==> config.mk <==
export PLATFORM = sky130hd
export DESIGN_NAME = rpc_post
export DESIGN_NICKNAME = d
export VERILOG_FILES = /design/src/rtl/rpc_pkg.sv /design/src/rtl/rpc_gain.sv /design/src/rtl/rpc_post.sv
export SDC_FILE = /design/constraint.sdc
export NUM_CORES = 2
export LEC_CHECK = 0
export ABC_AREA = 1
export BUFFER_PORTS_ARGS = -buffer_cell sky130_fd_sc_hd__buf_2
export CAP_MARGIN = 20
export CORE_ASPECT_RATIO = 1.5
export CORE_MARGIN = 2
export CORE_UTILIZATION = 66
export CTS_BUF_LIST = sky130_fd_sc_hd__clkbuf_8 sky130_fd_sc_hd__clkbuf_16
export DETAILED_ROUTE_END_ITERATION = 10
export PLACE_DENSITY = 0.86
export SYNTH_ARGS = -nofsm -noshare
export SYNTH_HDL_FRONTEND = slang
export SYNTH_SLANG_ARGS = --single-unit
==> constraint.sdc <==
create_clock -name clk -period 23.9 [get_ports clk]
set_input_delay 1.195 -clock clk [delete_from_list [all_inputs] [get_ports clk]]
set_output_delay 1.195 -clock clk [all_outputs]
set_load 0.01 [all_outputs]
==> src/rtl/rpc_pkg.sv <==
// -----------------------------------------------------------------------------
// rpc_pkg - shared types and constants for the rectangular/polar converter
// Fixed-point formats, pipeline word types, CORDIC angle table and gain.
// -----------------------------------------------------------------------------
package rpc_pkg;

	// Q formats
	localparam int FRAC_BITS  = 16;          // fraction bits of the angle fields
	localparam int GUARD_BITS = 16;          // extra fraction bits in the datapath
	localparam int ANGLE_Q    = 40;          // fraction bits of the angle accumulator
	localparam int ANG_SH     = ANGLE_Q - FRAC_BITS;

	// datapath widths
	localparam int DW    = 51;               // x/y: 32-bit input << 16, gain and sign headroom
	localparam int ZW    = 50;               // angle accumulator, +-280 deg in Q40
	localparam int AW    = 27;               // angle in Q16 degrees with fold headroom
	localparam int INV_W = 30;               // inverse CORDIC gain, Q30

	localparam logic signed [AW-1:0] ANG_QTR  = AW'(90 <<< FRAC_BITS);
	localparam logic signed [AW-1:0] ANG_HALF = AW'(180 <<< FRAC_BITS);
	localparam logic signed [AW-1:0] ANG_FULL = AW'(360 <<< FRAC_BITS);
	localparam logic signed [ZW-1:0] Z_HALF   = ZW'(64'd180 << ANGLE_Q);

	// integer part of the angle modulo: h / 360 as (h * 46604) >> 24, exact for h < 2^16
	localparam int          DEG_TURN   = 360;
	localparam logic [15:0] RECIP_TURN = 16'd46604;
	localparam int          RECIP_SH   = 24;

	// degrees per radian as a decimal fraction
	localparam logic [63:0] DEG_NUM = 64'd572957795130823;
	localparam logic [63:0] DEG_DEN = 64'd10000000000000;
	localparam logic [63:0] DEG_INT = DEG_NUM / DEG_DEN;
	localparam logic [63:0] DEG_REM = DEG_NUM % DEG_DEN;

	typedef enum logic {
		OP_RECT  = 1'b0,
		OP_POLAR = 1'b1
	} rpc_op_t;

	// word moving through the CORDIC pipeline
	typedef struct packed {
		rpc_op_t              op;
		logic                 zero;   // rectangular zero vector
		logic signed [DW-1:0] x;
		logic signed [DW-1:0] y;
		logic signed [ZW-1:0] z;
		logic signed [31:0]   pa;     // first value, passed along
		logic signed [31:0]   pb;     // second value, or reduced angle in polar mode
	} rpc_vec_t;

	typedef struct packed {
		logic signed [24:0] ang;
		logic signed [32:0] mag;
		logic signed [31:0] y;
		logic signed [31:0] x;
	} rpc_res_t;

	// elaboration-time helpers below

	function automatic logic [63:0] rpc_udiv(input logic [63:0] num, input logic [63:0] den);
		logic [63:0] quo;
		logic [64:0] rem;
		quo = '0;
		rem = '0;
		for (int b = 63; b >= 0; b--) begin
			rem = {rem[63:0], num[b]};
			if (rem >= {1'b0, den}) begin
				rem    = rem - {1'b0, den};
				quo[b] = 1'b1;
			end
		end
		return quo;
	endfunction

	function automatic logic [63:0] rpc_deg_per_rad_q56();
		logic [63:0] q;
		logic [63:0] r;
		q = DEG_INT;
		r = DEG_REM;
		for (int i = 0; i < 56; i++) begin
			r = r << 1;
			q = q << 1;
			if (r >= DEG_DEN) begin
				r    = r - DEG_DEN;
				q[0] = 1'b1;
			end
		end
		if ((r << 1) >= DEG_DEN)
			q = q + 64'd1;
		return q;
	endfunction

	// atan(2^-idx) in degrees, Q40, from the arctangent series
	function automatic logic [63:0] rpc_atan_q40(input int idx);
		logic [63:0]        q;
		logic [63:0]        term;
		logic signed [63:0] sum;
		int                 sh;
		q   = rpc_deg_per_rad_q56();
		sum = '0;
		for (int k = 0; k < 32; k++) begin
			sh = idx * (2 * k + 1);
			if (sh < 64) begin
				term = rpc_udiv(q >> sh, 64'(2 * k + 1));
				if (k[0])
					sum = sum - $signed(term);
				else
					sum = sum + $signed(term);
			end
		end
		if (idx == 0)
			return 64'd45 << ANGLE_Q;
		return 64'((sum + 64'sd32768) >>> 16);
	endfunction

	function automatic logic [63:0] rpc_isqrt(input logic [63:0] n);
		logic [63:0] num;
		logic [63:0] res;
		logic [63:0] bit_v;
		num   = n;
		res   = '0;
		bit_v = 64'd1 << 62;
		for (int j = 0; j < 32; j++) begin
			if (num >= res + bit_v) begin
				num = num - (res + bit_v);
				res = (res >> 1) + bit_v;
			end else begin
				res = res >> 1;
			end
			bit_v = bit_v >> 2;
		end
		return res;
	endfunction

	// 1/K for a given iteration count, Q30
	function automatic logic [63:0] rpc_inv_gain_q30(input int iters);
		logic [63:0] p;
		logic [63:0] r;
		p = 64'd1 << 60;
		for (int i = 0; i < 32; i++) begin
			if (i < iters)
				p = p + (p >> (2 * i));
		end
		r = rpc_isqrt(p);
		return rpc_udiv((64'd1 << 60) + (r >> 1), r);
	endfunction

endpackage

==> src/rtl/rpc_gain.sv <==
// -----------------------------------------------------------------------------
// rpc_gain - inverse CORDIC gain on x of SCALE_OP words, others passed unchanged
// Two stages: split 32-bit partial products, then rounded sum and sign.
// -----------------------------------------------------------------------------
module rpc_gain
	import rpc_pkg::*;
#(
	parameter int      ITERS    = 16,
	parameter rpc_op_t SCALE_OP = OP_RECT
) (
	input  logic     clk,
	input  logic     arst_n,
	input  logic     in_valid,
	output logic     in_ready,
	input  rpc_vec_t in_vec,
	output logic     out_valid,
	input  logic     out_ready,
	output rpc_vec_t out_vec
);

	localparam logic [63:0]      INV_FULL = rpc_inv_gain_q30(ITERS);
	localparam logic [INV_W-1:0] INV_GAIN = INV_W'(INV_FULL);
	localparam int HW       = DW - 32;
	localparam int PHW      = HW + INV_W;
	localparam int PLW      = 32 + INV_W;
	localparam int SPLIT_SH = 32 - INV_W;
	localparam logic [PLW:0] RND_INV = (PLW + 1)'(1) << (INV_W - 1);

	logic                 v_s1, v_s2;
	logic                 ld1, ld2;
	rpc_vec_t             vec_s1, vec_s2;
	logic                 neg_s1, apply_s1;
	logic [PHW-1:0]       phi_s1;
	logic [PLW-1:0]       plo_s1;

	logic signed [DW-1:0] xi;
	logic [DW-1:0]        xmag;
	logic [PLW:0]         lo_rnd;
	logic [DW-1:0]        res;
	logic signed [DW-1:0] scaled;
	rpc_vec_t             nxt;

	assign ld2      = !v_s2 || out_ready;
	assign ld1      = !v_s1 || ld2;
	assign in_ready = ld1;

	assign xi   = $signed(in_vec.x);
	assign xmag = xi[DW-1] ? DW'(-xi) : DW'(xi);

	always_comb begin
		lo_rnd = (PLW + 1)'(plo_s1) + RND_INV;
		res    = (DW'(phi_s1) << SPLIT_SH) + DW'(lo_rnd >> INV_W);
		scaled = neg_s1 ? -$signed(res) : $signed(res);
		nxt    = vec_s1;
		if (apply_s1)
			nxt.x = scaled;
	end

	always_ff @(posedge clk or negedge arst_n) begin
		if (!arst_n) begin
			v_s1 <= 1'b0;
			v_s2 <= 1'b0;
		end else begin
			if (ld1)
				v_s1 <= in_valid;
			if (ld2)
				v_s2 <= v_s1;
		end
	end

	always_ff @(posedge clk) begin
		if (ld1) begin
			vec_s1   <= in_vec;
			neg_s1   <= xi[DW-1];
			apply_s1 <= (in_vec.op == SCALE_OP);
			phi_s1   <= PHW'(xmag[DW-1:32]) * PHW'(INV_GAIN);
			plo_s1   <= PLW'(xmag[31:0]) * PLW'(INV_GAIN);
		end
		if (ld2)
			vec_s2 <= nxt;
	end

	assign out_valid = v_s2;
	assign out_vec   = vec_s2;

endmodule

==> src/rtl/rpc_post.sv <==
// -----------------------------------------------------------------------------
// rpc_post - output staging after the CORDIC
// Gain on the vectoring magnitude, rounding, angle fold, saturation.
// -----------------------------------------------------------------------------
module rpc_post
	import rpc_pkg::*;
#(
	parameter int ITERS = 16
) (
	input  logic     clk,
	input  logic     arst_n,
	input  logic     in_valid,
	output logic     in_ready,
	input  rpc_vec_t in_vec,
	output logic     out_valid,
	input  logic     out_ready,
	output rpc_res_t out_res
);

	localparam logic signed [DW-1:0] RND_G = DW'(1) <<< (GUARD_BITS - 1);
	localparam logic signed [ZW-1:0] RND_Z = ZW'(1) <<< (ANG_SH - 1);

	function automatic logic signed [31:0] sat32(input logic signed [DW-1:0] v);
		logic fits;
		fits = (&v[DW-1:31]) || !(|v[DW-1:31]);
		if (fits)
			return v[31:0];
		return v[DW-1] ? 32'sh8000_0000 : 32'sh7FFF_FFFF;
	endfunction

	logic                 g_valid, ld1;
	rpc_vec_t             g_vec;
	logic                 v_s1;
	rpc_res_t             res_s1, nr;
	logic signed [DW-1:0] xr, yr;
	logic signed [ZW-1:0] zr;
	logic signed [AW-1:0] ar;

	assign ld1 = !v_s1 || out_ready;

	rpc_gain #(
		.ITERS    (ITERS),
		.SCALE_OP (OP_RECT)
	) u_gain (
		.clk       (clk),
		.arst_n    (arst_n),
		.in_valid  (in_valid),
		.in_ready  (in_ready),
		.in_vec    (in_vec),
		.out_valid (g_valid),
		.out_ready (ld1),
		.out_vec   (g_vec)
	);

	always_comb begin
		xr = ($signed(g_vec.x) + RND_G) >>> GUARD_BITS;
		yr = ($signed(g_vec.y) + RND_G) >>> GUARD_BITS;
		zr = ($signed(g_vec.z) + RND_Z) >>> ANG_SH;
		ar = AW'(zr);
		if (ar > ANG_HALF)
			ar = ar - ANG_FULL;
		if (ar <= -ANG_HALF)
			ar = ar + ANG_FULL;

		if (g_vec.op == OP_POLAR) begin
			nr.x   = sat32(xr);
			nr.y   = sat32(yr);
			nr.mag = 33'($signed(g_vec.pa));
			nr.ang = g_vec.pb[24:0];
		end else begin
			nr.x   = g_vec.pa;
			nr.y   = g_vec.pb;
			nr.mag = g_vec.zero ? '0 : xr[32:0];
			nr.ang = g_vec.zero ? '0 : ar[24:0];
		end
	end

	always_ff @(posedge clk or negedge arst_n) begin
		if (!arst_n)
			v_s1 <= 1'b0;
		else if (ld1)
			v_s1 <= g_valid;
	end

	always_ff @(posedge clk) begin
		if (ld1)
			res_s1 <= nr;
	end

	assign out_valid = v_s1;
	assign out_res   = res_s1;

endmodule

==> metrics.yaml <==
die_h_microns: 363
syn_to_final_growth_pct: 8.91
post_cts_buffers: 0
grt-ovfl-total: 0
cts_sinks: 538
crit_path_start_kind: "input port"
ys_seq_elements: 538
clkLatencyLatePin_ps: 660
grt_usage: 0.391
clk_pin_slew_ps: 60
drt_iter0_markers: 3209
antenna_found_initial: 13
first_global_vias: 44800
synth.avg_cell_area_sq_um: 9.51
drc_errors: 0
syn_area_sq_mm: 0.0566
crit_family: "adder cells"
setup_viol: 0
yosysUniqueCellTypes: 70
fin_skew_ps: 74.8
period_share: 0.481
layout_common_cells: "1552 x inv_1, 729 x nand2_1, 714 x fa_1"
synth.net_count: 7447
die_w_microns: 243
wire_per_inst_microns: 22.4
rsz0062_at_grt: "no"
htree_levels: 2
arrival_ps: 11830
final_common_cell: "inv_1"
layout-drive-gt1-share: 0.0829
dp_hpwl_microns: 143000
maxCapViolations: 0
relSlewSlack: 0.256
worst_path_largest_cell_delay_ps: 870
clockBufferDepth: 3
grt_max_degree: 109
cts_tree: "done"
wl_microns: 168000
ys_warn_count: 0
viasPerCell: 5.72
finalHoldViolCount: 0
crit_type: "in2reg"
endpoint_kind: "register"
cts-resized-gates: 0
start_util: 0.665
cts.hold.buffers_added: 0
dieArea_sq_mm: 0.0881
core_sq_mm: 0.0851
critPathRequiredTime_ps: 24240
slowest_stage: "xor2_1"
rows: 131
root_buffer: "clkbuf_16"
antenna_left: 0
synth_async_sr_flop_share: 0.00558
fin_nets: 7813
post_synth_inst_count: 5950
crit_fanout: 12
cts_buffers: 54
crit_top_cell: "inv_1"
fin_setup_tns_ps: 0
worst_slew_pin_slew_ps: 1120
run_status: "completed"
fmax_mhz: 87.0
ys_seq_area_frac: 0.285
port_buffers: 307
hold_path_class: "in2async"
io_pins: 346
firstDrtPassIters: 6
gp_congestion: 1.02
synth_flop_cell: "edfxtp_1"
final_max_slew_viol_count: 0
min_period_ps: 11490
grt_pass1_wl_microns: 256000
synth-edff-count: 535
path_buf_inv: 9
route.vias.total: 42900
[synthesized netlist by cell type (4+ instances only)]
master       n  area share
buf_1        5     0.00033
o21ai_1      9     0.00080
nor3b_1      4     0.00053
nor2_4       5      0.0010
o21bai_1    18      0.0024
o21ai_0    155       0.014
a21o_1      18      0.0024
nor4_1      25      0.0028
nor2_2      12      0.0013
nand3b_1     8      0.0011
a31oi_1     30      0.0033
edfxtp_1   535        0.28
clkbuf_1    30      0.0020
fa_1       714        0.25
inv_2        4     0.00027
o21a_1      17      0.0023
a21oi_1    286       0.025
or2_2       14      0.0015
nand3_1    181       0.016
nand2_1    731       0.049
inv_1     1549        0.10
nand2_4      5      0.0010
buf_2        6     0.00053
o31ai_1      7     0.00093
xnor2_1     89       0.014
o211ai_1     5     0.00066
ha_1       561        0.12
and2_1       4     0.00044
o22ai_1     34      0.0038
nor3_1      77      0.0068
a22oi_1      6     0.00080
nor2_1     460       0.031
o221ai_1     4     0.00062
xor2_1     203       0.031
nand2_2     15      0.0017
nand4_1     65      0.0072
and3_1       6     0.00066
[sequential cells by signal, summed over array words and instances (netlist names)]
signal,cells
u_gain.out_vec,165
u_gain.nxt,129
out_res,122
u_gain.phi_s1,49
u_gain.vec_s1,35
u_gain.plo_s1,33
out_valid,1
u_gain.apply_s1,1
u_gain.neg_s1,1
u_gain.out_valid,1
u_gain.v_s1,1
[metal layers]
| metal | part of all wire | vias up | GRT usage |
|---|---|---|---|
| met3 | 0.079 | 609 | 0.0661 |
| li1 | - | 19500 | - |
| met2 | 0.49 | 2025 | 0.671 |
| met1 | 0.35 | 20800 | 0.452 |
| met5 | 0.00080 | - | 0 |
| met4 | 0.082 | 20 | 0.257 |
[stage by stage]
| step | setup WS (ps) | utilization | instances | cell area (sq um) | hold slack [ps] |
|---|---|---|---|---|---|
| after floorplan | 13250 | - | 5950 | 56600 | 400 |
| after global placement | 12120 | 0.702 | 7386 | 59700 | 400 |
| after detailed placement | 11930 | 0.702 | 7389 | 59700 | 405 |
| after CTS | 12550 | 0.724 | 7487 | 61600 | 335 |
| after global routing | 11830 | 0.724 | 7490 | 61600 | 349 |
| final | 12410 | 0.724 | 7499 | 61600 | 353 |
[area by class of cell]
cell class / instances / area (sq um)
clock buffer: 54 / 1350
fill: 6310 / 23500
timing repair buffer: 356 / 1910
inverter: 1557 / 5850
antenna: 11 / 27.5
clock inverter: 44 / 489
tap: 1130 / 1410
multi-input combinational: 3809 / 34400
sequential: 538 / 16100
[path summary, 6_finish.rpt]
check                                                 start                       endpoint  slack (ps)  cells after the start
worst max-delay path                            in_vec[165]    u_gain.plo_s1[60]$_DFFE_PP_       12410                     38
worst min-delay path                                 arst_n        u_gain.v_s1$_DFFE_PN0P_         350                      1
worst max register to register  u_gain.plo_s1[29]$_DFFE_PP_  u_gain.out_vec[210]$_DFFE_PP_       17720                     33
worst min register to register     u_gain.nxt[87]$_DFFE_PP_   u_gain.out_vec[87]$_DFFE_PP_         400                      0
max in group asynchronous                            arst_n          out_valid$_DFFE_PN0P_       23440                      1
min in group clk                   u_gain.nxt[87]$_DFFE_PP_   u_gain.out_vec[87]$_DFFE_PP_         400                      0
[kinds of logic (layout without fill, tap and decap cells)]
kind of cell | after synthesis | count (layout) | share of synthesized area
AOI/OAI and AO/OA | 610 | 610 | 0.0604
xor gates and xnor gates | 292 | 292 | 0.0452
adders and majority gates | 1275 | 1275 | 0.377
buffers and inverters | 1603 | 2011 | 0.107
DFF | 538 | 538 | 0.285
other | 0 | 11 | 0
and+or+nand+nor | 1632 | 1632 | 0.125
[worst register-to-register path, delay by kind of cell (launching register included)]
kind / cells / cell delay [ps]
simple gates: 22 / 3330
compound gates: 5 / 920
fa+ha+maj: 2 / 600
xor+xnor: 2 / 590
flops: 1 / 360
buf+inv: 2 / 200
Power is left out: the tool's default activity adds up to more than one toggle a clock period on the data nets, which glitch-free logic cannot reach.
