File: src/rtl/rpc_pkg.sv
// -----------------------------------------------------------------------------
// rpc_pkg - shared types and constants for the rectangular/polar converter
// Fixed-point formats, pipeline word types, CORDIC angle table and gain.
// -----------------------------------------------------------------------------
package rpc_pkg;

	// Q formats
	localparam int FRAC_BITS  = 16;          // fraction bits of the angle fields
	localparam int GUARD_BITS = 16;          // extra fraction bits in the datapath
	localparam int ANGLE_Q    = 40;          // fraction bits of the angle accumulator
	localparam int ANG_SH     = ANGLE_Q - FRAC_BITS;

	// datapath widths
	localparam int DW    = 51;               // x/y: 32-bit input << 16, gain and sign headroom
	localparam int ZW    = 50;               // angle accumulator, +-280 deg in Q40
	localparam int AW    = 27;               // angle in Q16 degrees with fold headroom
	localparam int INV_W = 30;               // inverse CORDIC gain, Q30

	localparam logic signed [AW-1:0] ANG_QTR  = AW'(90 <<< FRAC_BITS);
	localparam logic signed [AW-1:0] ANG_HALF = AW'(180 <<< FRAC_BITS);
	localparam logic signed [AW-1:0] ANG_FULL = AW'(360 <<< FRAC_BITS);
	localparam logic signed [ZW-1:0] Z_HALF   = ZW'(64'd180 << ANGLE_Q);

	// integer part of the angle modulo: h / 360 as (h * 46604) >> 24, exact for h < 2^16
	localparam int          DEG_TURN   = 360;
	localparam logic [15:0] RECIP_TURN = 16'd46604;
	localparam int          RECIP_SH   = 24;

	// degrees per radian as a decimal fraction
	localparam logic [63:0] DEG_NUM = 64'd572957795130823;
	localparam logic [63:0] DEG_DEN = 64'd10000000000000;
	localparam logic [63:0] DEG_INT = DEG_NUM / DEG_DEN;
	localparam logic [63:0] DEG_REM = DEG_NUM % DEG_DEN;

	typedef enum logic {
		OP_RECT  = 1'b0,
		OP_POLAR = 1'b1
	} rpc_op_t;

	// word moving through the CORDIC pipeline
	typedef struct packed {
		rpc_op_t              op;
		logic                 zero;   // rectangular zero vector
		logic signed [DW-1:0] x;
		logic signed [DW-1:0] y;
		logic signed [ZW-1:0] z;
		logic signed [31:0]   pa;     // first value, passed along
		logic signed [31:0]   pb;     // second value, or reduced angle in polar mode
	} rpc_vec_t;

	typedef struct packed {
		logic signed [24:0] ang;
		logic signed [32:0] mag;
		logic signed [31:0] y;
		logic signed [31:0] x;
	} rpc_res_t;

	// elaboration-time helpers below

	function automatic logic [63:0] rpc_udiv(input logic [63:0] num, input logic [63:0] den);
		logic [63:0] quo;
		logic [64:0] rem;
		quo = '0;
		rem = '0;
		for (int b = 63; b >= 0; b--) begin
			rem = {rem[63:0], num[b]};
			if (rem >= {1'b0, den}) begin
				rem    = rem - {1'b0, den};
				quo[b] = 1'b1;
			end
		end
		return quo;
	endfunction

	function automatic logic [63:0] rpc_deg_per_rad_q56();
		logic [63:0] q;
		logic [63:0] r;
		q = DEG_INT;
		r = DEG_REM;
		for (int i = 0; i < 56; i++) begin
			r = r << 1;
			q = q << 1;
			if (r >= DEG_DEN) begin
				r    = r - DEG_DEN;
				q[0] = 1'b1;
			end
		end
		if ((r << 1) >= DEG_DEN)
			q = q + 64'd1;
		return q;
	endfunction

	// atan(2^-idx) in degrees, Q40, from the arctangent series
	function automatic logic [63:0] rpc_atan_q40(input int idx);
		logic [63:0]        q;
		logic [63:0]        term;
		logic signed [63:0] sum;
		int                 sh;
		q   = rpc_deg_per_rad_q56();
		sum = '0;
		for (int k = 0; k < 32; k++) begin
			sh = idx * (2 * k + 1);
			if (sh < 64) begin
				term = rpc_udiv(q >> sh, 64'(2 * k + 1));
				if (k[0])
					sum = sum - $signed(term);
				else
					sum = sum + $signed(term);
			end
		end
		if (idx == 0)
			return 64'd45 << ANGLE_Q;
		return 64'((sum + 64'sd32768) >>> 16);
	endfunction

	function automatic logic [63:0] rpc_isqrt(input logic [63:0] n);
		logic [63:0] num;
		logic [63:0] res;
		logic [63:0] bit_v;
		num   = n;
		res   = '0;
		bit_v = 64'd1 << 62;
		for (int j = 0; j < 32; j++) begin
			if (num >= res + bit_v) begin
				num = num - (res + bit_v);
				res = (res >> 1) + bit_v;
			end else begin
				res = res >> 1;
			end
			bit_v = bit_v >> 2;
		end
		return res;
	endfunction

	// 1/K for a given iteration count, Q30
	function automatic logic [63:0] rpc_inv_gain_q30(input int iters);
		logic [63:0] p;
		logic [63:0] r;
		p = 64'd1 << 60;
		for (int i = 0; i < 32; i++) begin
			if (i < iters)
				p = p + (p >> (2 * i));
		end
		r = rpc_isqrt(p);
		return rpc_udiv((64'd1 << 60) + (r >> 1), r);
	endfunction

endpackage

File: src/rtl/rpc_gain.sv
// -----------------------------------------------------------------------------
// rpc_gain - inverse CORDIC gain on x of SCALE_OP words, others passed unchanged
// Two stages: split 32-bit partial products, then rounded sum and sign.
// -----------------------------------------------------------------------------
module rpc_gain
	import rpc_pkg::*;
#(
	parameter int      ITERS    = 16,
	parameter rpc_op_t SCALE_OP = OP_RECT
) (
	input  logic     clk,
	input  logic     arst_n,
	input  logic     in_valid,
	output logic     in_ready,
	input  rpc_vec_t in_vec,
	output logic     out_valid,
	input  logic     out_ready,
	output rpc_vec_t out_vec
);

	localparam logic [63:0]      INV_FULL = rpc_inv_gain_q30(ITERS);
	localparam logic [INV_W-1:0] INV_GAIN = INV_W'(INV_FULL);
	localparam int HW       = DW - 32;
	localparam int PHW      = HW + INV_W;
	localparam int PLW      = 32 + INV_W;
	localparam int SPLIT_SH = 32 - INV_W;
	localparam logic [PLW:0] RND_INV = (PLW + 1)'(1) << (INV_W - 1);

	logic                 v_s1, v_s2;
	logic                 ld1, ld2;
	rpc_vec_t             vec_s1, vec_s2;
	logic                 neg_s1, apply_s1;
	logic [PHW-1:0]       phi_s1;
	logic [PLW-1:0]       plo_s1;

	logic signed [DW-1:0] xi;
	logic [DW-1:0]        xmag;
	logic [PLW:0]         lo_rnd;
	logic [DW-1:0]        res;
	logic signed [DW-1:0] scaled;
	rpc_vec_t             nxt;

	assign ld2      = !v_s2 || out_ready;
	assign ld1      = !v_s1 || ld2;
	assign in_ready = ld1;

	assign xi   = $signed(in_vec.x);
	assign xmag = xi[DW-1] ? DW'(-xi) : DW'(xi);

	always_comb begin
		lo_rnd = (PLW + 1)'(plo_s1) + RND_INV;
		res    = (DW'(phi_s1) << SPLIT_SH) + DW'(lo_rnd >> INV_W);
		scaled = neg_s1 ? -$signed(res) : $signed(res);
		nxt    = vec_s1;
		if (apply_s1)
			nxt.x = scaled;
	end

	always_ff @(posedge clk or negedge arst_n) begin
		if (!arst_n) begin
			v_s1 <= 1'b0;
			v_s2 <= 1'b0;
		end else begin
			if (ld1)
				v_s1 <= in_valid;
			if (ld2)
				v_s2 <= v_s1;
		end
	end

	always_ff @(posedge clk) begin
		if (ld1) begin
			vec_s1   <= in_vec;
			neg_s1   <= xi[DW-1];
			apply_s1 <= (in_vec.op == SCALE_OP);
			phi_s1   <= PHW'(xmag[DW-1:32]) * PHW'(INV_GAIN);
			plo_s1   <= PLW'(xmag[31:0]) * PLW'(INV_GAIN);
		end
		if (ld2)
			vec_s2 <= nxt;
	end

	assign out_valid = v_s2;
	assign out_vec   = vec_s2;

endmodule

File: src/rtl/rpc_prep.sv
// -----------------------------------------------------------------------------
// rpc_prep - input staging for the CORDIC
// Polar angle reduction and quadrant fold, rectangular half-plane flip,
// then the inverse gain on the polar magnitude.
// -----------------------------------------------------------------------------
module rpc_prep
	import rpc_pkg::*;
#(
	parameter int ITERS = 16
) (
	input  logic               clk,
	input  logic               arst_n,
	input  logic               in_valid,
	output logic               in_ready,
	input  rpc_op_t            in_op,
	input  logic signed [31:0] in_a,
	input  logic signed [31:0] in_b,
	output logic               out_valid,
	input  logic               out_ready,
	output rpc_vec_t           out_vec
);

	localparam logic [16:0] TURN17 = 17'(DEG_TURN);

	logic               v_s1, v_s2, v_s3;
	logic               ld1, ld2, ld3, g_ready;
	rpc_op_t            op_s1, op_s2;
	logic signed [31:0] a_s1, b_s1, a_s2, b_s2;
	logic               neg_s1;
	logic [15:0]        h_s1, frac_s1;
	logic [31:0]        prod_s1;
	logic signed [AW-1:0] r_s2;
	rpc_vec_t           vec_s3;

	logic [31:0]          bmag;
	logic [31-RECIP_SH:0] quo;
	logic [16:0]          rem0, rem;
	logic signed [AW-1:0] rmag, r_n;
	logic signed [AW-1:0] r1, zr;
	logic                 xneg;
	logic signed [DW-1:0] x0, y0;
	rpc_vec_t             nv;

	assign ld3      = !v_s3 || g_ready;
	assign ld2      = !v_s2 || ld3;
	assign ld1      = !v_s1 || ld2;
	assign in_ready = ld1;

	// stage 1: |angle| split into whole degrees and fraction
	assign bmag = in_b[31] ? 32'(-in_b) : 32'(in_b);

	// stage 2: |angle| mod 360, sign restored (truncating remainder)
	always_comb begin
		quo  = prod_s1[31:RECIP_SH];
		rem0 = 17'(h_s1) - 17'(17'(quo) * TURN17);
		rem  = (rem0 >= TURN17) ? rem0 - TURN17 : rem0;
		rmag = $signed(AW'({rem[8:0], frac_s1}));
		r_n  = neg_s1 ? -rmag : rmag;
	end

	// stage 3: polar angle folded into (-180,180], then into +-90 with x flipped; rectangular half-plane flip
	always_comb begin
		r1 = r_s2;
		if (r1 > ANG_HALF)
			r1 = r1 - ANG_FULL;
		if (r1 <= -ANG_HALF)
			r1 = r1 + ANG_FULL;
		zr   = r1;
		xneg = 1'b0;
		if (r1 > ANG_QTR) begin
			xneg = 1'b1;
			zr   = r1 - ANG_HALF;
		end else if (r1 < -ANG_QTR) begin
			xneg = 1'b1;
			zr   = r1 + ANG_HALF;
		end

		x0 = DW'(a_s2) <<< GUARD_BITS;
		y0 = DW'(b_s2) <<< GUARD_BITS;

		nv.op   = op_s2;
		nv.pa   = a_s2;
		if (op_s2 == OP_POLAR) begin
			nv.zero = 1'b0;
			nv.x    = xneg ? -x0 : x0;
			nv.y    = '0;
			nv.z    = ZW'(zr) <<< ANG_SH;
			nv.pb   = 32'(r1);
		end else begin
			nv.zero = (a_s2 == 32'sd0) && (b_s2 == 32'sd0);
			nv.pb   = b_s2;
			if (a_s2[31]) begin
				nv.x = -x0;
				nv.y = -y0;
				nv.z = b_s2[31] ? -Z_HALF : Z_HALF;
			end else begin
				nv.x = x0;
				nv.y = y0;
				nv.z = '0;
			end
		end
	end

	always_ff @(posedge clk or negedge arst_n) begin
		if (!arst_n) begin
			v_s1 <= 1'b0;
			v_s2 <= 1'b0;
			v_s3 <= 1'b0;
		end else begin
			if (ld1)
				v_s1 <= in_valid;
			if (ld2)
				v_s2 <= v_s1;
			if (ld3)
				v_s3 <= v_s2;
		end
	end

	always_ff @(posedge clk) begin
		if (ld1) begin
			op_s1   <= in_op;
			a_s1    <= in_a;
			b_s1    <= in_b;
			neg_s1  <= in_b[31];
			h_s1    <= bmag[31:16];
			frac_s1 <= bmag[15:0];
			prod_s1 <= 32'(bmag[31:16]) * 32'(RECIP_TURN);
		end
		if (ld2) begin
			op_s2 <= op_s1;
			a_s2  <= a_s1;
			b_s2  <= b_s1;
			r_s2  <= r_n;
		end
		if (ld3)
			vec_s3 <= nv;
	end

	rpc_gain #(
		.ITERS    (ITERS),
		.SCALE_OP (OP_POLAR)
	) u_gain (
		.clk       (clk),
		.arst_n    (arst_n),
		.in_valid  (v_s3),
		.in_ready  (g_ready),
		.in_vec    (vec_s3),
		.out_valid (out_valid),
		.out_ready (out_ready),
		.out_vec   (out_vec)
	);

endmodule

File: config.mk
export PLATFORM = sky130hd
export DESIGN_NAME = rpc_prep
export DESIGN_NICKNAME = d
export VERILOG_FILES = /design/src/rtl/rpc_pkg.sv /design/src/rtl/rpc_gain.sv /design/src/rtl/rpc_prep.sv
export SDC_FILE = /design/constraint.sdc
export NUM_CORES = 2
export LEC_CHECK = 0
export BUFFER_PORTS_ARGS = -buffer_cell sky130_fd_sc_hd__buf_4
export CELL_PAD_IN_SITES_DETAIL_PLACEMENT = 0
export CELL_PAD_IN_SITES_GLOBAL_PLACEMENT = 2
export CORE_ASPECT_RATIO = 0.75
export CORE_MARGIN = 2
export CORE_UTILIZATION = 45
export DETAILED_ROUTE_END_ITERATION = 10
export PLACE_DENSITY_LB_ADDON = 0.1
export SYNTH_ARGS = -nofsm -noshare
export SYNTH_HDL_FRONTEND = slang
export SYNTH_SLANG_ARGS = --single-unit
File: constraint.sdc
create_clock -name clk -period 14.29 [get_ports clk]
set_input_delay 1.429 -clock clk [delete_from_list [all_inputs] [get_ports clk]]
set_output_delay 1.429 -clock clk [all_outputs]
set_load 0.01 [all_outputs]
==> flow_metrics.tcl <==
set metrics [dict create \
    drt_iter0_markers 2703 \
    post-place-cells 6864 \
    numCtsBuffers 81 \
    nets 6435 \
    htree_levels 3 \
    syn_inst 4895 \
    cts_tree "done" \
    critPathLaunchType "register" \
    ys_seq_elements 782 \
    cp_top_family "simple AND/OR/NAND/NOR gates" \
    grt_pass1_vias 35900 \
    tightest_slew_ns 1.14 \
    ctsResizeCount 0 \
    grt-ovfl-total 0 \
    synth_ff_type "edfxtp_1" \
    areaGrowthSynthToFinish_pct 11.6 \
    setup_viol 0 \
    initial_core_util 0.454 \
    holdWs_ns 0.406 \
    grt_use_total 0.244 \
    final.setup.tns_ns 0 \
    grt_max_degree 102 \
    vias 35900 \
    crit_top_cell "fa_1" \
    cts-root-buf "clkbuf_16" \
    drtPass1Iterations 5 \
    final_max_slew_viol_count 0 \
    io_pins 289 \
    yosys_warnings 0 \
    drt-vias-per-instance 5.13 \
    synth.distinct_cells 95 \
    die-width_um 420 \
    crit_type "register to register" \
    wirelength_mm 160 \
    ys_seq_area_frac 0.401 \
    antenna_left 0 \
    maxCapViolCount 0 \
    synthesis.area_um2 58400 \
    hold_viol_final 0 \
    layout-drive-gt1-share 0.101 \
    slowest_stage "fa_1" \
    async_flop_share 0.00639 \
    cp.depth 33 \
    clkLatencyLatePin_ns 0.70 \
    antenna_found_initial 6 \
    cp.buffers_inverters 4 \
    crit_arrival_ns 11.50 \
    drc 0 \
    worstHoldPathCells 0 \
    postCtsHoldBufs 0 \
    grt_pass1_wl_mm 236 \
    clkSinkCount 782 \
    fmax_mhz 90.3 \
    synth_top_area_cell "edfxtp_1" \
    maxSlewHeadroom 0.236 \
    synth.top_cell.area_share 0.399 \
    dp_hpwl_mm 131 \
    cp-end-kind "register" \
    cp_slowest_stage_delay_ns 0.65 \
    status "finished clean" \
    routabilityCongestion 0.938 \
    die_y_um 316 \
    fin_crit_sh 0.775 \
    reg2reg_depth 33 \
    synthTopCellsByArea "edfxtp_1, fa_1, ha_1" \
    period_needed_ns 11.07 \
    portBuffers 248 \
    holdCritPathClass "register to register" \
    path_clk_slew_ns 0.07 \
    syn_area_per_cell_um2 11.9 \
    cp.required_ns 14.72 \
    critPathMaxFanout 6 \
    fin_cells 7012 \
    post_cts_buffers 0 \
    core_um2 129000 \
    synth-edff-count 777 \
    clk_path_buf_depth 3 \
    skew_ns 0.0280 \
    rsz0062_at_grt "no" \
    placementRows 114 \
    die_area_um2 133000 \
    wl_per_cell_um 22.8 \
]
worst reg2reg max path, delay by kind of cell (launching register included):
kind / cells / cell delay, ns
compound gates: 9 / 1.85
simple gates: 11 / 3.95
fa+ha+maj: 7 / 3.57
flops: 1 / 0.50
xor+xnor: 2 / 0.50
buf+inv: 4 / 0.46
cells in the mapped netlist, types with 9 or more instances:
library cell / count
a211oi_1: 17
a21boi_0: 11
a21o_1: 74
a21oi_1: 150
a31oi_1: 19
and2_1: 32
and3_1: 36
buf_4: 40
clkbuf_1: 55
edfxtp_1: 777
fa_1: 521
ha_1: 638
inv_1: 963
mux2_2: 43
mux2i_1: 11
nand2_1: 170
nand2b_1: 45
nand3_1: 55
nand3b_1: 10
nand4_1: 23
nor2_1: 193
nor2b_1: 26
nor3_1: 45
nor3b_1: 10
nor4_1: 26
o211ai_1: 9
o21a_1: 28
o21ai_0: 149
o21bai_1: 14
o22ai_1: 11
o31a_1: 10
o31ai_1: 58
o41ai_1: 21
or2_2: 26
or3_1: 44
or4_1: 24
xnor2_1: 262
xor2_1: 103
through the flow:
| stage | setup WS, ns | utilization | instance area, um2 |
|---|---|---|---|
| global placement | 3.35 | 0.485 | 62500 |
| finish | 3.22 | 0.506 | 65200 |
| detailed placement | 3.35 | 0.485 | 62500 |
| floorplan | 4.46 | - | 58600 |
| CTS | 3.27 | 0.506 | 65200 |
| global route | 2.71 | 0.506 | 65200 |
registers in the layout, summed over array words and instances (netlist names), 15 cells and up:
name / flops
u_gain.out_vec: 178
vec_s3: 161
u_gain.nxt: 126
u_gain.phi_s1: 49
u_gain.plo_s1: 33
u_gain.vec_s1: 33
a_s1: 32
a_s2: 32
b_s1: 32
b_s2: 32
r_s2: 26
h_s1: 16
frac_s1: 15
layer usage:
metal,global-route usage,vias up,part of all wire
met5,0,-,0
met4,0.0399,0,0.012
met3,0.0433,100,0.055
met2,0.365,751,0.44
met1,0.376,17900,0.49
li1,-,17200,-
logic make-up after synthesis:
family	after synthesis	synth area share
other	1	0.0000642
buffers and inverters	1070	0.0714
XOR/XNOR	367	0.0553
multiplexers	54	0.0102
AND/OR/NAND/NOR	802	0.0714
AO/OA/AOI/OAI	660	0.0753
adder cells (fa/ha/maj)	1159	0.315
flip-flops	782	0.401
worst paths after layout:
kind	startpoint	endpoint	slack (ns)
min in group asynchronous	arst_n	u_gain.out_valid	0.53
worst max-delay path	vec_s3[184]	u_gain.phi_s1[48]	3.22
max in group asynchronous	arst_n	u_gain.v_s1	13.64
worst min-delay path	u_gain.nxt[26]	u_gain.out_vec[26]	0.41
worst min register to register	u_gain.nxt[26]	u_gain.out_vec[26]	0.41
worst max register to register	vec_s3[184]	u_gain.phi_s1[48]	3.22
cell usage in the layout (no fill, tap or decap), types with 24 or more instances in the layout:
cell       instances
a21o_1            74
a21oi_1          150
and2_1            32
and3_1            36
buf_4            297
clkbuf_16         82
conb_1            40
edfxtp_1         777
fa_1             521
ha_1             638
inv_1            962
mux2_2            43
nand2_1          168
nand2b_1          45
nand3_1           54
nor2_1           193
nor2b_1           26
nor3_1            45
nor4_1            26
o21a_1            28
o21ai_0          149
o31ai_1           58
or2_2             26
or3_1             44
or4_1             24
xnor2_1          258
xor2_1           102
area by class of cell:
class | instances | area [um2]
repair buffers | 297 | 2230
inverters | 963 | 3620
diodes | 4 | 10.0
clock inverters | 44 | 573
well taps | 1740 | 2180
multi-input cells | 3082 | 31000
fillers | 11500 | 63600
flip-flops and latches | 782 | 23500
clock buffers | 100 | 2120
Power is left out: the tool's default activity adds up to more than one toggle a clock period on the data nets, which glitch-free logic cannot reach.
