`config.mk`:
```
export PLATFORM = sky130hd
export DESIGN_NAME = rpc_stage
export DESIGN_NICKNAME = d
export VERILOG_FILES = /design/src/rtl/rpc_pkg.sv /design/src/rtl/rpc_stage.sv
export SDC_FILE = /design/constraint.sdc
export NUM_CORES = 1
export LEC_CHECK = 0
export ABC_CLOCK_PERIOD_IN_PS = 25400
export BUFFER_PORTS_ARGS = -buffer_cell sky130_fd_sc_hd__buf_2
export CELL_PAD_IN_SITES_DETAIL_PLACEMENT = 1
export CELL_PAD_IN_SITES_GLOBAL_PLACEMENT = 2
export CORE_ASPECT_RATIO = 1.1
export CORE_MARGIN = 2
export CORE_UTILIZATION = 35
export CTS_CLUSTER_SIZE = 20
export DETAILED_ROUTE_END_ITERATION = 10
export PLACE_DENSITY = 0.95
export SLEW_MARGIN = 20
export SYNTH_ARGS = -nofsm -noshare
export SYNTH_HDL_FRONTEND = slang
export SYNTH_SLANG_ARGS = --single-unit
```
`constraint.sdc`:
```
create_clock -name clk -period 25.4 [get_ports clk]
set_input_delay 6.35 -clock clk [delete_from_list [all_inputs] [get_ports clk]]
set_output_delay 6.35 -clock clk [all_outputs]
set_load 0.02 [all_outputs]
```
`src/rtl/rpc_pkg.sv`:
```
// -----------------------------------------------------------------------------
// rpc_pkg - shared types and constants for the rectangular/polar converter
// Fixed-point formats, pipeline word types, CORDIC angle table and gain.
// -----------------------------------------------------------------------------
package rpc_pkg;

	// Q formats
	localparam int FRAC_BITS  = 16;          // fraction bits of the angle fields
	localparam int GUARD_BITS = 16;          // extra fraction bits in the datapath
	localparam int ANGLE_Q    = 40;          // fraction bits of the angle accumulator
	localparam int ANG_SH     = ANGLE_Q - FRAC_BITS;

	// datapath widths
	localparam int DW    = 51;               // x/y: 32-bit input << 16, gain and sign headroom
	localparam int ZW    = 50;               // angle accumulator, +-280 deg in Q40
	localparam int AW    = 27;               // angle in Q16 degrees with fold headroom
	localparam int INV_W = 30;               // inverse CORDIC gain, Q30

	localparam logic signed [AW-1:0] ANG_QTR  = AW'(90 <<< FRAC_BITS);
	localparam logic signed [AW-1:0] ANG_HALF = AW'(180 <<< FRAC_BITS);
	localparam logic signed [AW-1:0] ANG_FULL = AW'(360 <<< FRAC_BITS);
	localparam logic signed [ZW-1:0] Z_HALF   = ZW'(64'd180 << ANGLE_Q);

	// integer part of the angle modulo: h / 360 as (h * 46604) >> 24, exact for h < 2^16
	localparam int          DEG_TURN   = 360;
	localparam logic [15:0] RECIP_TURN = 16'd46604;
	localparam int          RECIP_SH   = 24;

	// degrees per radian as a decimal fraction
	localparam logic [63:0] DEG_NUM = 64'd572957795130823;
	localparam logic [63:0] DEG_DEN = 64'd10000000000000;
	localparam logic [63:0] DEG_INT = DEG_NUM / DEG_DEN;
	localparam logic [63:0] DEG_REM = DEG_NUM % DEG_DEN;

	typedef enum logic {
		OP_RECT  = 1'b0,
		OP_POLAR = 1'b1
	} rpc_op_t;

	// word moving through the CORDIC pipeline
	typedef struct packed {
		rpc_op_t              op;
		logic                 zero;   // rectangular zero vector
		logic signed [DW-1:0] x;
		logic signed [DW-1:0] y;
		logic signed [ZW-1:0] z;
		logic signed [31:0]   pa;     // first value, passed along
		logic signed [31:0]   pb;     // second value, or reduced angle in polar mode
	} rpc_vec_t;

	typedef struct packed {
		logic signed [24:0] ang;
		logic signed [32:0] mag;
		logic signed [31:0] y;
		logic signed [31:0] x;
	} rpc_res_t;

	// elaboration-time helpers below

	function automatic logic [63:0] rpc_udiv(input logic [63:0] num, input logic [63:0] den);
		logic [63:0] quo;
		logic [64:0] rem;
		quo = '0;
		rem = '0;
		for (int b = 63; b >= 0; b--) begin
			rem = {rem[63:0], num[b]};
			if (rem >= {1'b0, den}) begin
				rem    = rem - {1'b0, den};
				quo[b] = 1'b1;
			end
		end
		return quo;
	endfunction

	function automatic logic [63:0] rpc_deg_per_rad_q56();
		logic [63:0] q;
		logic [63:0] r;
		q = DEG_INT;
		r = DEG_REM;
		for (int i = 0; i < 56; i++) begin
			r = r << 1;
			q = q << 1;
			if (r >= DEG_DEN) begin
				r    = r - DEG_DEN;
				q[0] = 1'b1;
			end
		end
		if ((r << 1) >= DEG_DEN)
			q = q + 64'd1;
		return q;
	endfunction

	// atan(2^-idx) in degrees, Q40, from the arctangent series
	function automatic logic [63:0] rpc_atan_q40(input int idx);
		logic [63:0]        q;
		logic [63:0]        term;
		logic signed [63:0] sum;
		int                 sh;
		q   = rpc_deg_per_rad_q56();
		sum = '0;
		for (int k = 0; k < 32; k++) begin
			sh = idx * (2 * k + 1);
			if (sh < 64) begin
				term = rpc_udiv(q >> sh, 64'(2 * k + 1));
				if (k[0])
					sum = sum - $signed(term);
				else
					sum = sum + $signed(term);
			end
		end
		if (idx == 0)
			return 64'd45 << ANGLE_Q;
		return 64'((sum + 64'sd32768) >>> 16);
	endfunction

	function automatic logic [63:0] rpc_isqrt(input logic [63:0] n);
		logic [63:0] num;
		logic [63:0] res;
		logic [63:0] bit_v;
		num   = n;
		res   = '0;
		bit_v = 64'd1 << 62;
		for (int j = 0; j < 32; j++) begin
			if (num >= res + bit_v) begin
				num = num - (res + bit_v);
				res = (res >> 1) + bit_v;
			end else begin
				res = res >> 1;
			end
			bit_v = bit_v >> 2;
		end
		return res;
	endfunction

	// 1/K for a given iteration count, Q30
	function automatic logic [63:0] rpc_inv_gain_q30(input int iters);
		logic [63:0] p;
		logic [63:0] r;
		p = 64'd1 << 60;
		for (int i = 0; i < 32; i++) begin
			if (i < iters)
				p = p + (p >> (2 * i));
		end
		r = rpc_isqrt(p);
		return rpc_udiv((64'd1 << 60) + (r >> 1), r);
	endfunction

endpackage

```
`src/rtl/rpc_stage.sv`:
```
// -----------------------------------------------------------------------------
// rpc_stage - one CORDIC micro-rotation
// Rotation mode steers on the sign of z, vectoring mode on the sign of y.
// -----------------------------------------------------------------------------
module rpc_stage
	import rpc_pkg::*;
#(
	parameter int STAGE_IDX = 0
) (
	input  logic     clk,
	input  logic     arst_n,
	input  logic     in_valid,
	output logic     in_ready,
	input  rpc_vec_t in_vec,
	output logic     out_valid,
	input  logic     out_ready,
	output rpc_vec_t out_vec
);

	localparam logic signed [ZW-1:0] ATAN = ZW'(rpc_atan_q40(STAGE_IDX));

	logic                 v_s1, ld;
	rpc_vec_t             vec_s1, nxt;
	logic signed [DW-1:0] xi, yi, xs, ys;
	logic signed [ZW-1:0] zi;
	logic                 ccw;

	assign ld       = !v_s1 || out_ready;
	assign in_ready = ld;

	always_comb begin
		xi  = $signed(in_vec.x);
		yi  = $signed(in_vec.y);
		zi  = $signed(in_vec.z);
		xs  = xi >>> STAGE_IDX;
		ys  = yi >>> STAGE_IDX;
		ccw = (in_vec.op == OP_POLAR) ? !zi[ZW-1] : yi[DW-1];
		nxt = in_vec;
		if (ccw) begin
			nxt.x = xi - ys;
			nxt.y = yi + xs;
			nxt.z = zi - ATAN;
		end else begin
			nxt.x = xi + ys;
			nxt.y = yi - xs;
			nxt.z = zi + ATAN;
		end
	end

	always_ff @(posedge clk or negedge arst_n) begin
		if (!arst_n)
			v_s1 <= 1'b0;
		else if (ld)
			v_s1 <= in_valid;
	end

	always_ff @(posedge clk) begin
		if (ld)
			vec_s1 <= nxt;
	end

	assign out_valid = v_s1;
	assign out_vec   = vec_s1;

endmodule

```
==> impl_metrics.csv, run 1 <==
group,metric,value,unit
timing,final_max_slew_viol_count,0,
logic_synthesis,ys_seq_area_share,40.14,%
run,drv_cap,0,
critical_path,slowest_delay,0.38,ns
logic_synthesis,synth_top_flop_cell,"edfxtp_1",
global_route,grt_overflow_total,0,
route,drc_errors,0,
route,vias_per_cell,5.546,
clock_tree,clkTransAtPathRegs,0.07,ns
route,drt_iter0_drc,1114,
critical_path,cpMostUsedCell,"buf_2",
placement,place.gp.congestion,0.9217,
die,fp.dieW,209.7,µm
global_route,grt_pass1_vias,15740,
final_layout,layout-drive-gt1-share,23.99,%
logic_synthesis,synthMuxAreaShare,1.106,%
timing,grt_setup_unrepaired,"false",
critical_path,worst-setup-path-type,"in2out",
critical_path,cp.required,19.05,ns
logic_synthesis,syn_area_per_cell,9.435,µm²
logic_synthesis,synth_top_family_by_area,"compound AO/OA/AOI/OAI gates",
critical_path,crit_chain,"buf_2, nand2b_4, buf_2",
die,io_pins,442,
timing,fin_ws,11.96,ns
logic_synthesis,synthTopCellsByArea,"edfxtp_1, ha_1, a21oi_1",
logic_synthesis,synth_compound_area_share,22.48,%
timing,post-route-period-util,52.91,%
clock_tree,cts_buffers,26,
clock_tree,post_cts_buffers,0,
power_and_ir_drop,ir_drop,0.00004587,V
critical_path,rr_endpoint,"out_vec[191]$_DFFE_PP_",
logic_synthesis,ys_seq_elements,218,
route,firstDrtPassIters,7,
global_route,grt_antenna_before_repair,12,
route,wire_per_inst,24.50,µm
critical_path,slowest_stage,"nand2b_4",
die,dieArea,48300,µm²
logic_synthesis,synth_cells,1727,
die,core_area,45760,µm²
worst_hold_path,holdPathStages,1,
logic_synthesis,synth_edf_count,217,
timing,finalSetupViolations,0,
logic_synthesis,synth_area,16290,µm²
critical_path,start_kind,"primary input",
timing,clock-skew-final,0.02029,ns
die,die-height,230.3,µm
clock_tree,cts_root_buffer,"clkbuf_16",
critical_path,r2r-start,"out_valid$_DFFE_PN0P_",
logic_synthesis,synth-xor-area-share,5.805,%
clock_tree,insertion_delay,0.58,ns
placement,hpwl,54.50,mm
logic_synthesis,synth_fa_ha_area_share,13.85,%
critical_path,r2r_slack,22.84,ns
logic_synthesis,yosysWarnings,0,
global_route,grt_max_degree,87,
final_layout,nNetsFinal,2531,
logic_synthesis,yosysTopAreaCell,"edfxtp_1",
critical_path,worst-r2r-cell-count,4,
route,wl,67.24,mm
logic_synthesis,async_flop_share,0.4587,%
timing,hold_viol,0,
status,outcome,"completed",
worst_hold_path,holdPathEnd,"out_vec[68]$_DFFE_PP_",
critical_path,crit_path_end_kind,"output pin",
clock_tree,cts_buffer_depth,3,
timing,worstMarginPinSlew,1.009,ns
critical_path,cp.arrival,7.09,ns
timing,slew_headroom,32.71,%
critical_path,cp_max_fo,28,
worst_hold_path,hp-class,"reg2reg",
final_layout,fill_cells,5426,
placement,dpl_worst_slack,11.96,ns
worst_hold_path,hp-start,"out_valid$_DFFE_PN0P_",
final_layout,areaGrowthSynthToFinish,22.07,%
power_and_ir_drop,power_density,64.99,nW/µm²
die,start_util,35.61,%
route,antenna_left,0,
logic_synthesis,syn-num-nets,2127,
logic_synthesis,ys_types,82,
timing,clock.fmax,0.07440,GHz
global_route,grt_pass1_wl,98.68,mm
timing,finalSetupTns,0,ns
clock_tree,cts_resized,0,
placement,io_buffer_count,441,
die,num_rows,82,
power_and_ir_drop,p_leak,8.715,nW
logic_synthesis,netlist.area_leader.share,39.99,%
clock_tree,ctsHoldBuffers,0,
clock_tree,cts_tree,"yes",
logic_synthesis,ys_top_cells_by_count,"a21oi_1, edfxtp_1, ha_1",
clock_tree,cts.sinks,218,
global_route,grtUsageTotal,26.67,%
logic_synthesis,yosysMostFrequentCell,"a21oi_1",
timing,fin_crit,13.44,ns
route,vias,15220,
clock_tree,cts_max_level,1,
logic_synthesis,yosys.area_share.simple,11.07,%
-- placed cells by master, fill, tap and decap left out, drive strengths merged, types with 10 or more instances in the layout --
cell type and n:
ha 174, buf 450, o21a 12, a21oi 230, o21ai 129, edfxtp 217, xnor2 98, a31oi 13
nor4 17, nor2 119, a211oi 21, nand4 21, inv 161, o31ai 22, clkinv 13, nor3 37
a21o 29, o21bai 39, nand3 21, xor2 10, nand2 104, clkbuf 31, nor2b 16, mux2i 18
nand2b 17, o211ai 18
-- kinds of logic after synthesis --
kind of cell / count (synthesis)
AO/OA/AOI/OAI: 587
flip-flops: 218
multiplexers: 18
AND/OR/NAND/NOR: 383
XOR/XNOR: 108
adder cells (fa/ha/maj): 178
buffers and inverters: 235
-- power by group --
group          internal (mW)  switching, mW  total, mW  leakage, nW
logic                  0.142          0.300      0.442         6.13
clock network          0.210          0.163      0.373        0.395
registers              0.463         0.0158      0.478         2.19
total                  0.814          0.478       1.29         8.72
-- flip-flops by register name (all words and copies together) (netlist names) --
signal / cells
out_valid: 1
out_vec: 217
-- metal layers --
metal | share of wire (%) | routed length [µm] | vias up | global-route usage, %
met5 | 0.077 | 52 | - | 0
met4 | 3.8 | 2556 | 8 | 9.885
met3 | 5.9 | 3992 | 130 | 4.903
met2 | 50 | 33720 | 535 | 48.27
met1 | 40 | 26920 | 7492 | 31.26
li1 | - | - | 7058 | -
-- how the worst max path moves through the flow --
stage / from / endpoint / slack (ns) / cells past startpoint
6_report: out_ready / in_ready / 11.96 / 3
5_1_grt: out_ready / in_ready / 11.93 / 3
4_1_cts: out_ready / in_ready / 11.96 / 3
3_5_place_dp: out_ready / in_ready / 11.96 / 3
3_3_place_gp: out_ready / in_ready / 11.99 / 3
2_1_floorplan: out_ready / in_ready / 7.34 / 1
-- through the flow --
step / utilization [%] / hold slack (ns) / instances / power, mW / instance area [µm²]
2_1_floorplan: - / 5.083 / 1727 / 0.7584 / 16290
3_3_place_gp: 41.56 / 0.9020 / 2690 / 0.9092 / 19020
3_5_place_dp: 41.56 / 0.9424 / 2690 / 0.9216 / 19020
4_1_cts: 43.37 / 0.9796 / 2738 / 1.297 / 19850
5_1_grt: 43.46 / 1.033 / 2744 / 1.344 / 19890
6_report: 43.47 / 0.9925 / 2745 / 1.293 / 19890
-- layout make-up --
type                            instances  area, µm²  share of cell area (%)
Antenna cell                            6      15.01                 0.07549
Clock buffer                           31      669.4                   3.365
Clock inverter                         17      160.2                  0.8052
Inverter                              161      605.6                   3.045
Multi-Input combinational cell       1274       8869                   44.59
Sequential cell                       218       6541                   32.89
Tap cell                              588      735.7                   3.699
Timing Repair Buffer                  450       2295                   11.54
-- worst max-delay path: cells and delay by family --
| family | cells | cell delay (ns) |
|---|---|---|
| simple gates | 1 | 0.38 |
| buf+inv | 2 | 0.35 |
Note: power is estimated with default switching activity, not from simulation.
==> run 2: changes to the inputs <==
Settings changed: ABC_CLOCK_PERIOD_IN_PS 25400 to 12600, CORE_UTILIZATION 35 to 32, PLACE_DENSITY 0.95 to 0.9.
Clock period 25.4 ns to 12.6 ns, I/O delays scaled along.
==> impl_metrics.csv, run 2 (synthesis results as in run 1) <==
group,metric,value,unit
status,outcome,"completed",
critical_path,crit_path_end_kind,"output pin",
timing,post-route-period-util,56.63,%
critical_path,cp.required,9.45,ns
placement,place.gp.congestion,0.9201,
die,io_pins,442,
critical_path,cpMostUsedCell,"buf_2",
global_route,grtUsageTotal,24.54,%
route,wire_per_inst,24.18,µm
final_layout,areaGrowthSynthToFinish,22.44,%
route,antenna_left,0,
critical_path,start_kind,"primary input",
critical_path,cp-endpoint,"in_ready",
die,core_area,50250,µm²
final_layout,layout-drive-gt1-share,23.93,%
route,wl,68.04,mm
placement,hpwl,55.19,mm
die,start_util,32.43,%
die,dieArea,52740,µm²
clock_tree,ctsHoldBuffers,0,
timing,hold_viol,0,
global_route,grt_overflow_total,0,
critical_path,slowest_delay,0.43,ns
global_route,grt_max_degree,77,
timing,worstMarginPinSlew,1.024,ns
global_route,grt_pass1_wl,97.80,mm
critical_path,rr_endpoint,"out_vec[196]$_DFFE_PP_",
final_layout,final_cell_mix,"buf_2, a21oi_1, edfxtp_1",
timing,finalSetupTns,0,ns
power_and_ir_drop,power_density,131.0,nW/µm²
run,drv_cap,0,
route,vias,15270,
power_and_ir_drop,p_leak,8.704,nW
final_layout,largest_register_ffs,217,
final_layout,nNetsFinal,2529,
timing,finalSetupViolations,0,
power_and_ir_drop,power,2.613,mW
clock_tree,insertion_delay,0.55,ns
placement,io_buffer_count,441,
clock_tree,cts_buffers,25,
clock_tree,cts_resized,0,
die,fp.dieW,219.2,µm
critical_path,cp_max_fo,33,
critical_path,slowest_stage,"nand2b_4",
final_layout,multiInputGateArea,8869,µm²
timing,clock-skew-final,0.02250,ns
critical_path,worst-r2r-cell-count,3,
final_layout,seqCellArea,6541,µm²
clock_tree,cts_root_buffer,"clkbuf_16",
critical_path,cp.arrival,3.99,ns
critical_path,startpoint,"out_ready",
clock_tree,cts.sinks,218,
global_route,grt_antenna_before_repair,13,
timing,fin_crit,7.135,ns
die,num_rows,86,
critical_path,r2r-start,"out_valid$_DFFE_PN0P_",
route,firstDrtPassIters,8,
global_route,grt_pass1_vias,15730,
final_layout,layout_commonest_cell,"buf_2",
worst_hold_path,hp-class,"reg2reg",
timing,clock.fmax,0.1402,GHz
power_and_ir_drop,ir_drop,0.00009526,V
critical_path,crit_chain,"buf_2, nand2b_4, buf_2",
timing,final_max_slew_viol_count,0,
timing,grt_setup_unrepaired,"false",
clock_tree,cts_tree,"yes",
clock_tree,cts_buffer_depth,3,
clock_tree,post_cts_buffers,0,
clock_tree,cts_max_level,1,
timing,slew_headroom,31.74,%
route,vias_per_cell,5.426,
route,drc_errors,0,
critical_path,r2r_slack,9.84,ns
clock_tree,clkTransAtPathRegs,0.06,ns
route,drt_iter0_drc,1002,
final_layout,fill_cells,5941,
die,die-height,240.7,µm
critical_path,worst-setup-path-type,"in2out",
-- run 2: cell types whose count changed in the layout (fill, tap and decap cells not counted), sizes merged --
cell      change
clkinv        -4
clkbuf        -1
clkinvlp      -2
buf           -1
diode         +4
bufinv        +2
inv           -1
-- run 2: worst min-delay path by stage --
stage | startpoint | end | slack (ns) | depth (start not counted)
after floorplan | arst_n | out_valid$_DFFE_PN0P_ | 2.85 | 0
after global placement | out_valid$_DFFE_PN0P_ | out_vec[39]$_DFFE_PP_ | 0.96 | 1
after detailed placement | out_valid$_DFFE_PN0P_ | out_vec[11]$_DFFE_PP_ | 0.98 | 1
after CTS | out_valid$_DFFE_PN0P_ | out_vec[155]$_DFFE_PP_ | 0.97 | 1
after global routing | out_valid$_DFFE_PN0P_ | out_vec[155]$_DFFE_PP_ | 1.02 | 1
final | out_valid$_DFFE_PN0P_ | out_vec[39]$_DFFE_PP_ | 0.97 | 1
-- run 2: layout make-up --
cell class                      instances  area share [%]
Timing Repair Buffer                  449           11.36
Multi-Input combinational cell       1274           44.45
Antenna cell                           10          0.1254
Sequential cell                       218           32.79
Clock buffer                           30           3.230
Inverter                              161           3.035
Clock inverter                         12          0.8717
Tap cell                              660           4.139
-- run 2: critical path: cells and delay by family --
kind	cells	cell delay, ns
buffers and inverters	2	0.37
and+or+nand+nor	1	0.43
-- run 2: power by group --
group | switching [mW] | internal (mW)
clock network | 0.308 | 0.446
registers | 0.0338 | 0.933
logic | 0.609 | 0.284
-- run 2: per-stage QoR --
stage | util, % | instances | setup WS [ns] | hold slack [ns] | area, µm²
final | 39.70 | 2814 | 5.465 | 0.9701 | 19950
after floorplan | - | 1727 | 0.9415 | 2.854 | 16290
after CTS | 39.65 | 2804 | 5.452 | 0.9727 | 19930
after detailed placement | 38.03 | 2762 | 5.345 | 0.9808 | 19110
after global placement | 38.03 | 2762 | 5.411 | 0.9600 | 19110
after global routing | 39.69 | 2811 | 5.428 | 1.020 | 19940
-- run 2: routing by layer --
| metal | track usage [%] | wire [µm] | vias up |
|---|---|---|---|
| met5 | 0 | 59 | - |
| met4 | 10.57 | 2852 | 8 |
| met3 | 4.323 | 4326 | 135 |
| met2 | 44.03 | 33890 | 570 |
| met1 | 28.65 | 26910 | 7512 |
| li1 | - | - | 7044 |
==> run 3: changes to the inputs <==
Settings changed: ABC_CLOCK_PERIOD_IN_PS 12600 to 6550, CORE_UTILIZATION 32 to 29, PLACE_DENSITY 0.9 to 0.86.
Clock period 12.6 ns to 6.55 ns, I/O delays scaled along.
==> impl_metrics.csv, run 3 (synthesis results as in run 1) <==
group,metric,value,unit
status,outcome,"completed",
die,dieArea,58100,µm²
die,start_util,29.21,%
critical_path,cp_max_fo,5,
global_route,grtUsageTotal,22.41,%
power_and_ir_drop,seq_power_share,37.4,%
clock_tree,post_cts_buffers,0,
route,vias_per_cell,5.267,
power_and_ir_drop,power_density,249.8,nW/µm²
power_and_ir_drop,power,5.009,mW
clock_tree,cts_tree,"yes",
clock_tree,clkTransAtPathRegs,0.07,ns
final_layout,layout-drive-gt1-share,24.23,%
run,drv_cap,0,
global_route,grt_antenna_before_repair,8,
timing,finalSetupViolations,0,
timing,clock-skew-final,0.02717,ns
timing,hold_viol,0,
power_and_ir_drop,p_comb_share,34.0,%
die,fp.dieW,230.0,µm
route,wl,68.10,mm
final_layout,final_cell_mix,"buf_2, a21oi_1, edfxtp_1",
die,die-height,252.6,µm
timing,clock.fmax,0.1920,GHz
worst_hold_path,hp-class,"reg2reg",
power_and_ir_drop,ir_drop,0.0001783,V
placement,hpwl,55.26,mm
critical_path,crit_path_end_kind,"flip-flop",
die,io_pins,442,
route,vias,15270,
critical_path,start_kind,"primary input",
timing,worstMarginPinSlew,0.9898,ns
timing,slew_headroom,34.01,%
die,core_area,55790,µm²
die,num_rows,91,
clock_tree,ctsHoldBuffers,0,
power_and_ir_drop,swShare,37.46,%
global_route,grt_pass1_vias,15870,
power_and_ir_drop,p_int,3.133,mW
timing,final_max_slew_viol_count,0,
timing,fin_crit,5.210,ns
final_layout,fin_area,20050,µm²
critical_path,cp.required,6.86,ns
clock_tree,cts_buffers,25,
clock_tree,cts.sinks,218,
final_layout,layout_commonest_cell,"buf_2",
timing,finalSetupTns,0,ns
final_layout,largest_register_ffs,217,
clock_tree,cts_max_level,1,
final_layout,areaGrowthSynthToFinish,23.05,%
placement,place.gp.congestion,0.9341,
final_layout,final_util,35.94,%
critical_path,worst-setup-path-type,"in2reg",
power_and_ir_drop,p_clk_share,28.6,%
global_route,grt_pass1_wl,100.1,mm
route,wire_per_inst,23.50,µm
power_and_ir_drop,p_leak,8.717,nW
critical_path,cp.arrival,5.52,ns
power_and_ir_drop,switchingPower,1.877,mW
clock_tree,cts_buffer_depth,3,
route,drt_iter0_drc,979,
placement,postPlaceCellArea,19240,µm²
clock_tree,insertion_delay,0.58,ns
route,firstDrtPassIters,5,
route,drc_errors,0,
clock_tree,cts_root_buffer,"clkbuf_16",
final_layout,nNetsFinal,2532,
global_route,grt_overflow_total,0,
placement,io_buffer_count,441,
timing,post-route-period-util,79.54,%
route,antenna_left,0,
global_route,grt_max_degree,69,
clock_tree,cts_resized,0,
timing,grt_setup_unrepaired,"false",
## run 3: stage by stage
step / setup WS (ns) / hold slack, ns / instances
finish: 1.340 / 0.7146 / 2898
CTS: 1.419 / 0.7120 / 2894
global placement: 0.8497 / 0.6990 / 2849
floorplan: 0.4499 / 1.342 / 1727
global route: 1.173 / 0.7238 / 2898
detailed placement: 0.8259 / 0.7074 / 2849
## run 3: critical path: stages
cell and delay [ns]:
buf_2 0.12, ha_1 0.17, inv_1 0.06, fa_1 0.43
o21bai_1 0.30, a2111oi_4 0.15, nor4b_2 0.53, o31ai_2 0.21
o21ai_1 0.51, o2111ai_1 0.34, o21bai_1 0.53, a21boi_0 0.17
o21ai_0 0.25, xnor2_1 0.10
## run 3: worst paths after layout
| kind | cells past startpoint | start | slack [ns] | to |
|---|---|---|---|---|
| worst max-delay path | 14 | in_vec[114] | 1.34 | out_vec[211]$_DFFE_PP_ |
| worst min-delay path | 1 | out_valid$_DFFE_PN0P_ | 0.71 | out_vec[70]$_DFFE_PP_ |
| worst max register to register | 3 | out_valid$_DFFE_PN0P_ | 4.15 | out_vec[156]$_DFFE_PP_ |
| worst min register to register | 1 | out_valid$_DFFE_PN0P_ | 0.71 | out_vec[70]$_DFFE_PP_ |
| max in group asynchronous | 1 | arst_n | 5.62 | out_valid$_DFFE_PN0P_ |
| min in group asynchronous | 1 | arst_n | 0.85 | out_valid$_DFFE_PN0P_ |
## run 3: per-layer routing
layer  share of wire [%]  vias up  global-route usage, %
li1                    -     7047                      -
met1                  40     7530                  26.59
met2                  51      568                  41.09
met3                 5.6      118                  2.990
met4                 3.7        2                  8.037
met5               0.028        -                      0
## run 3: layout make-up
type / instances / area (µm²)
well taps: 744 / 930.9
flip-flops and latches: 218 / 6541
fillers: 6606 / 35740
diodes: 4 / 10.01
repair buffers: 452 / 2290
multi-input cells: 1274 / 8869
clock buffers: 28 / 636.9
inverters: 161 / 605.6
clock inverters: 17 / 167.7
## run 3: power by group through the flow
stage	Clock (mW)	Combinational (mW)	Sequential, mW
2_1_floorplan	0	0.791	2.14
3_3_place_gp	0	1.66	1.90
3_5_place_dp	0	1.69	1.90
4_1_cts	1.47	1.70	1.88
5_1_grt	1.51	1.83	1.89
6_report	1.43	1.70	1.87
